==> src/rtl/core/max_flow_bfs_augment_top_defines.svh <==
// Assertion macros shared by the max flow block.
`ifndef MAX_FLOW_BFS_AUGMENT_TOP_DEFINES_SVH
`define MAX_FLOW_BFS_AUGMENT_TOP_DEFINES_SVH

// Implication checked at every clock edge outside reset.
`define MFBA_ASSERT_IMP(label, ante, cons, msg) \
    label: assert property (@(posedge i_clk) disable iff (!i_rst_n) (ante) |-> (cons)) \
        else $error(msg);

// Condition that must hold at every clock edge outside reset.
`define MFBA_ASSERT_ALWAYS(label, expr, msg) \
    label: assert property (@(posedge i_clk) disable iff (!i_rst_n) (expr)) \
        else $error(msg);

`endif

==> src/rtl/core/mfba_pkg.sv <==
// Shared types and constants of the max flow block.
package mfba_pkg;

    localparam int OUT_FLOW_BITS = 20;
    localparam logic [OUT_FLOW_BITS-1:0] OUT_FLOW_MAX = '1;

    localparam logic CMD_WRITE = 1'b0;
    localparam logic CMD_FLOW  = 1'b1;

    localparam logic REG_VCOUNT = 1'b0;
    localparam logic [4:0] VCOUNT_RESET = 5'd16;

    typedef struct packed {
        logic        cmd;
        logic [3:0]  edge_from;
        logic [3:0]  edge_to;
        logic [15:0] edge_capacity;
        logic [3:0]  source_vertex;
        logic [3:0]  sink_vertex;
    } t_in_req;

    typedef struct packed {
        logic [OUT_FLOW_BITS-1:0] max_flow;
        logic                     bad_request;
    } t_out_rsp;

    typedef struct packed {
        logic cap_wr;
        logic clr_cap_step;
        logic clr_start;
        logic clr_flow_step;
        logic bfs_init;
        logic q_rd;
        logic scan_start;
        logic edge_rd;
        logic edge_chk;
        logic aug_init;
        logic par_rd;
        logic res_rd;
        logic res_min;
        logic upd_rd1;
        logic upd_wr1;
        logic upd_wr2;
        logic tot_add;
        logic res_good;
        logic res_bad;
    } t_cmd;

    typedef struct packed {
        logic clr_last;
        logic q_more;
        logic snk_found;
        logic scan_last;
        logic par_src;
        logic req_bad;
        logic in_flow;
    } t_sts;

endpackage

==> src/rtl/core/mfba_ctrl.sv <==
// Sequencer of the max flow block: clearing, search, path walk and result handshake.
module mfba_ctrl
    import mfba_pkg::*;
(
    input  logic i_clk,
    input  logic i_rst_n,
    input  logic i_in_valid,
    output logic o_in_stall,
    output logic o_out_valid,
    input  logic i_out_stall,
    input  t_sts i_sts,
    output t_cmd o_cmd
);

    typedef enum logic [14:0] {
        S_CLRC  = 15'h0001,
        S_IDLE  = 15'h0002,
        S_CLRF  = 15'h0004,
        S_BINIT = 15'h0008,
        S_POP   = 15'h0010,
        S_QWAIT = 15'h0020,
        S_ERD   = 15'h0040,
        S_ECHK  = 15'h0080,
        S_PRD   = 15'h0100,
        S_PWAIT = 15'h0200,
        S_MIN   = 15'h0400,
        S_URD   = 15'h0800,
        S_UF1   = 15'h1000,
        S_UF2   = 15'h2000,
        S_UF3   = 15'h4000
    } t_state;

    t_state r_state, n_state;
    logic   r_ovalid, n_ovalid;
    logic   w_acc;

    assign o_in_stall  = (r_state != S_IDLE) || (i_sts.in_flow && r_ovalid);
    assign o_out_valid = r_ovalid;
    assign w_acc       = i_in_valid && !o_in_stall;

    always_comb begin
        n_state  = r_state;
        n_ovalid = r_ovalid && i_out_stall;
        o_cmd    = '0;
        case (r_state)
            S_CLRC: begin
                o_cmd.clr_cap_step = 1'b1;
                if (i_sts.clr_last) begin
                    n_state = S_IDLE;
                end
            end
            S_IDLE: begin
                if (w_acc) begin
                    if (!i_sts.in_flow) begin
                        o_cmd.cap_wr = 1'b1;
                    end else if (i_sts.req_bad) begin
                        o_cmd.res_bad = 1'b1;
                        n_ovalid      = 1'b1;
                    end else begin
                        o_cmd.clr_start = 1'b1;
                        n_state         = S_CLRF;
                    end
                end
            end
            S_CLRF: begin
                o_cmd.clr_flow_step = 1'b1;
                if (i_sts.clr_last) begin
                    n_state = S_BINIT;
                end
            end
            S_BINIT: begin
                o_cmd.bfs_init = 1'b1;
                n_state        = S_POP;
            end
            S_POP: begin
                if (i_sts.q_more) begin
                    o_cmd.q_rd = 1'b1;
                    n_state    = S_QWAIT;
                end else if (i_sts.snk_found) begin
                    o_cmd.aug_init = 1'b1;
                    n_state        = S_PRD;
                end else begin
                    o_cmd.res_good = 1'b1;
                    n_ovalid       = 1'b1;
                    n_state        = S_IDLE;
                end
            end
            S_QWAIT: begin
                o_cmd.scan_start = 1'b1;
                n_state          = S_ERD;
            end
            S_ERD: begin
                o_cmd.edge_rd = 1'b1;
                n_state       = S_ECHK;
            end
            S_ECHK: begin
                o_cmd.edge_chk = 1'b1;
                n_state        = i_sts.scan_last ? S_POP : S_ERD;
            end
            S_PRD: begin
                o_cmd.par_rd = 1'b1;
                n_state      = S_PWAIT;
            end
            S_PWAIT: begin
                o_cmd.res_rd = 1'b1;
                n_state      = S_MIN;
            end
            S_MIN: begin
                o_cmd.res_min = 1'b1;
                n_state       = i_sts.par_src ? S_URD : S_PRD;
            end
            S_URD: begin
                o_cmd.par_rd = 1'b1;
                n_state      = S_UF1;
            end
            S_UF1: begin
                o_cmd.upd_rd1 = 1'b1;
                n_state       = S_UF2;
            end
            S_UF2: begin
                o_cmd.upd_wr1 = 1'b1;
                n_state       = S_UF3;
            end
            S_UF3: begin
                o_cmd.upd_wr2 = 1'b1;
                if (i_sts.par_src) begin
                    o_cmd.tot_add = 1'b1;
                    n_state       = S_BINIT;
                end else begin
                    n_state = S_URD;
                end
            end
            default: begin
                n_state = S_IDLE;
            end
        endcase
    end

    always_ff @(posedge i_clk) begin
        if (!i_rst_n) begin
            r_state  <= S_CLRC;
            r_ovalid <= 1'b0;
        end else begin
            r_state  <= n_state;
            r_ovalid <= n_ovalid;
        end
    end

endmodule

==> config.mk <==
export PLATFORM = sky130hd
export DESIGN_NAME = mfba_ctrl
export DESIGN_NICKNAME = d
export VERILOG_FILES = /design/src/rtl/core/max_flow_bfs_augment_top_defines.svh /design/src/rtl/core/mfba_pkg.sv /design/src/rtl/core/mfba_ctrl.sv
export SDC_FILE = /design/constraint.sdc
export NUM_CORES = 1
export LEC_CHECK = 0
export BUFFER_PORTS_ARGS = -buffer_cell sky130_fd_sc_hd__buf_2
export CORE_UTILIZATION = 55
export CTS_CLUSTER_SIZE = 28
export DETAILED_ROUTE_END_ITERATION = 12
export GPL_TIMING_DRIVEN = 0
export PLACE_DENSITY_LB_ADDON = 0.3
export SLEW_MARGIN = 5
export SYNTH_ARGS = -nofsm -noshare
export SYNTH_HDL_FRONTEND = slang
export SYNTH_SLANG_ARGS = --single-unit
==> constraint.sdc <==
create_clock -name i_clk -period 4.55 [get_ports i_clk]
set_input_delay 0.6825 -clock i_clk [delete_from_list [all_inputs] [get_ports i_clk]]
set_output_delay 0.6825 -clock i_clk [all_outputs]
set_load 0.005 [all_outputs]
==> results.yml <==
yosys:
  syn_area_sq_mm: 0.00114
  synth_top_area_share_pct: 28.2
  yosys.cell_count.top_type: "dfxtp_1"
  synthTopCellsByCount: "dfxtp_1 (16), nor2_1 (12), nor3_1 (10)"
  ys_async_sr_fraction_pct: 0
  synth_cell_types: 46
  synthCells: 130
  synthTopCellsByArea: "dfxtp_1 (28%), nor3_1 (4.4%), nor4b_4 (4.2%)"
  yosysSeqAreaShare_pct: 28.2
  syn_avg_cell_area_sq_um: 8.75
  yosysTopAreaCell: "dfxtp_1"
  ys_warn_count: 0
  synthFlopType: "dfxtp_1"
  synth_edf_count: 0
  ys_ff_latch: 16
  synth_fp_nets: 141
critical_path:
  worstSetupPathType: "reg2out"
  cp-start-kind: "flop"
  r2r_setup_slack_ns: 2.59
  crit_arrival_ns: 2.07
  critPathRequiredTime_ns: 3.87
  path_max_fanout: 8
  worst_setup_path_end_kind: "output port"
power:
  ir_drop_mv: 0.122
  power_leakage_nw: 0.619
  p_per_area_mw_per_mm2: 216
grt:
  overflow: 0
  grtUsageTotal_pct: 25.5
  grt_pass1_wl_mm: 3.99
  grt_max_degree: 11
  antenna_found_initial: 0
  grt_pass1_vias: 900
clock_network:
  numCtsBuffers: 3
  cts_max_level: 1
  cts-resized-gates: 0
  clk_latency_ns: 0.28
  clk_pin_slew_ns: 0.09
  cts_hold_buf: 0
  cts_root_buf: "clkbuf_4"
  clock_path_buffers: 2
  clock-sinks: 16
  post-cts-setup-buffers: 0
  cts_tree: "yes"
sta:
  rsz0062_at_grt: "false"
  fmax_mhz: 364
  finalSetupViolations: 0
  slew_violations: 0
  post-route-period-util_pct: 60.4
  fin_tns_setup_ns: 0
  tightest_slew_ns: 0.544
  final.setup_skew_ns: 0.00301
  slew_headroom_pct: 63.4
  post-route-worst-setup-slack_ns: 1.80
  hold_viol_final: 0
  period_needed_ns: 2.75
route:
  postRouteAntennaNets: 0
  wl_mm: 2.61
  drtIter0Drc: 29
  vias: 1103
  drt_pass1_iterations: 8
  route.detailed.drc: 1
  wl_per_cell_microns: 13.6
  routed_via_density: 5.77
final_layout:
  final_layout_size_suffix_gt1_share_pct: 34.8
  areaGrowthSynthToFinish_pct: 18.6
  nets: 177
  insertedDiodeCount: 0
die:
  design.die.area_sq_mm: 0.00225
  row_count: 16
  initial_core_util_pct: 58.0
  fp.dieW_microns: 47.5
  ioPinCount: 32
  chipHeight_microns: 47.5
  core_sq_mm: 0.00196
min_path:
  min_path_type: "reg2reg"
placed_design:
  dp_hpwl_mm: 2.01
  post-place-ws_ns: 2.14
  port_buffers: 31
  gp_routability_congestion: 0.904
outcome:
  status: "complete, but fails checks"
  failed_checks: "design-rule violations"
flow_run:
  maxCapViolations: 0
[state kept, by name, indices dropped and copies added (netlist names)]
| name | cells |
|---|---|
| r_state | 15 |
| o_out_valid | 1 |
[area by class of cell]
| class | instances | area (sq um) |
|---|---|---|
| Multi-Input combinational cell | 99 | 717 |
| Fill cell | 188 | 613 |
| Sequential cell | 16 | 320 |
| Timing Repair Buffer | 31 | 155 |
| Buffer | 9 | 77.6 |
| Tap cell | 27 | 33.8 |
| Clock buffer | 3 | 22.5 |
| Inverter | 6 | 22.5 |
[power by group]
part	internal [mW]	total (mW)	leakage [nW]	switching, mW
registers	0.143	0.145	0.130	0.00153
clock network	0.0307	0.0755	0.0138	0.0448
logic	0.0312	0.0710	0.476	0.0398
[per-stage QoR]
step                      instance area, sq um  total power, mW  utilization [%]  cells  hold WS (ns)
after global placement                    1330            0.217             67.6    188         0.537
after CTS                                 1350            0.292             68.8    191         0.551
after floorplan                           1140            0.198                -    130         0.506
after global routing                      1350            0.304             68.8    191         0.603
after detailed placement                  1330            0.218             67.6    188         0.546
final                                     1350            0.291             68.8    191         0.557
[cells by family after synthesis]
group	share of synthesized area, %
compound gates	7.92
simple gates	48.6
xor+xnor	3.85
fa+ha+maj	0.880
mux	1.76
flops	28.2
buf+inv	8.80
[critical path: stages, from the launching register on]
cell      delay (ns)
dfxtp_1         0.31
clkbuf_2        0.16
or4_4           0.51
nor3b_2         0.27
and4b_4         0.30
and2_2          0.14
buf_2           0.10
[worst paths after layout]
path	from	to	cells past startpoint
max	r_state[6]	o_cmd[2]	6
min	r_state[12]	r_state[13]	2
max reg2reg	r_state[14]	r_state[12]	7
min reg2reg	r_state[12]	r_state[13]	2
[routing by layer]
layer	wire (microns)	track usage, %	vias to the layer above
met2	1280	39.7	26
met3	98	3.40	4
met4	33	10.3	0
met5	0	0	-
li1	-	-	551
met1	1200	35.4	522
[layout by cell type, fill, tap and decap left out, types with 2 or more instances in the layout]
| master | count |
|---|---|
| a21oi_1 | 4 |
| and3_1 | 5 |
| and3b_1 | 3 |
| and4_1 | 3 |
| and4b_1 | 2 |
| buf_2 | 31 |
| buf_4 | 2 |
| buf_6 | 3 |
| clkbuf_2 | 3 |
| clkbuf_4 | 3 |
| dfxtp_1 | 16 |
| inv_1 | 6 |
| mux2i_1 | 2 |
| nand2_1 | 7 |
| nand2b_1 | 2 |
| nand3_1 | 3 |
| nand3b_1 | 3 |
| nand4_1 | 3 |
| nor2_1 | 12 |
| nor2b_1 | 2 |
| nor3_1 | 10 |
| nor3b_1 | 2 |
| nor4_1 | 3 |
| nor4_2 | 2 |
| nor4b_1 | 3 |
| nor4b_4 | 2 |
| o21ai_0 | 2 |
| or4_1 | 2 |
| xnor2_1 | 3 |
| xor2_1 | 2 |
No activity file was read; power rests on OpenSTA's default activity.
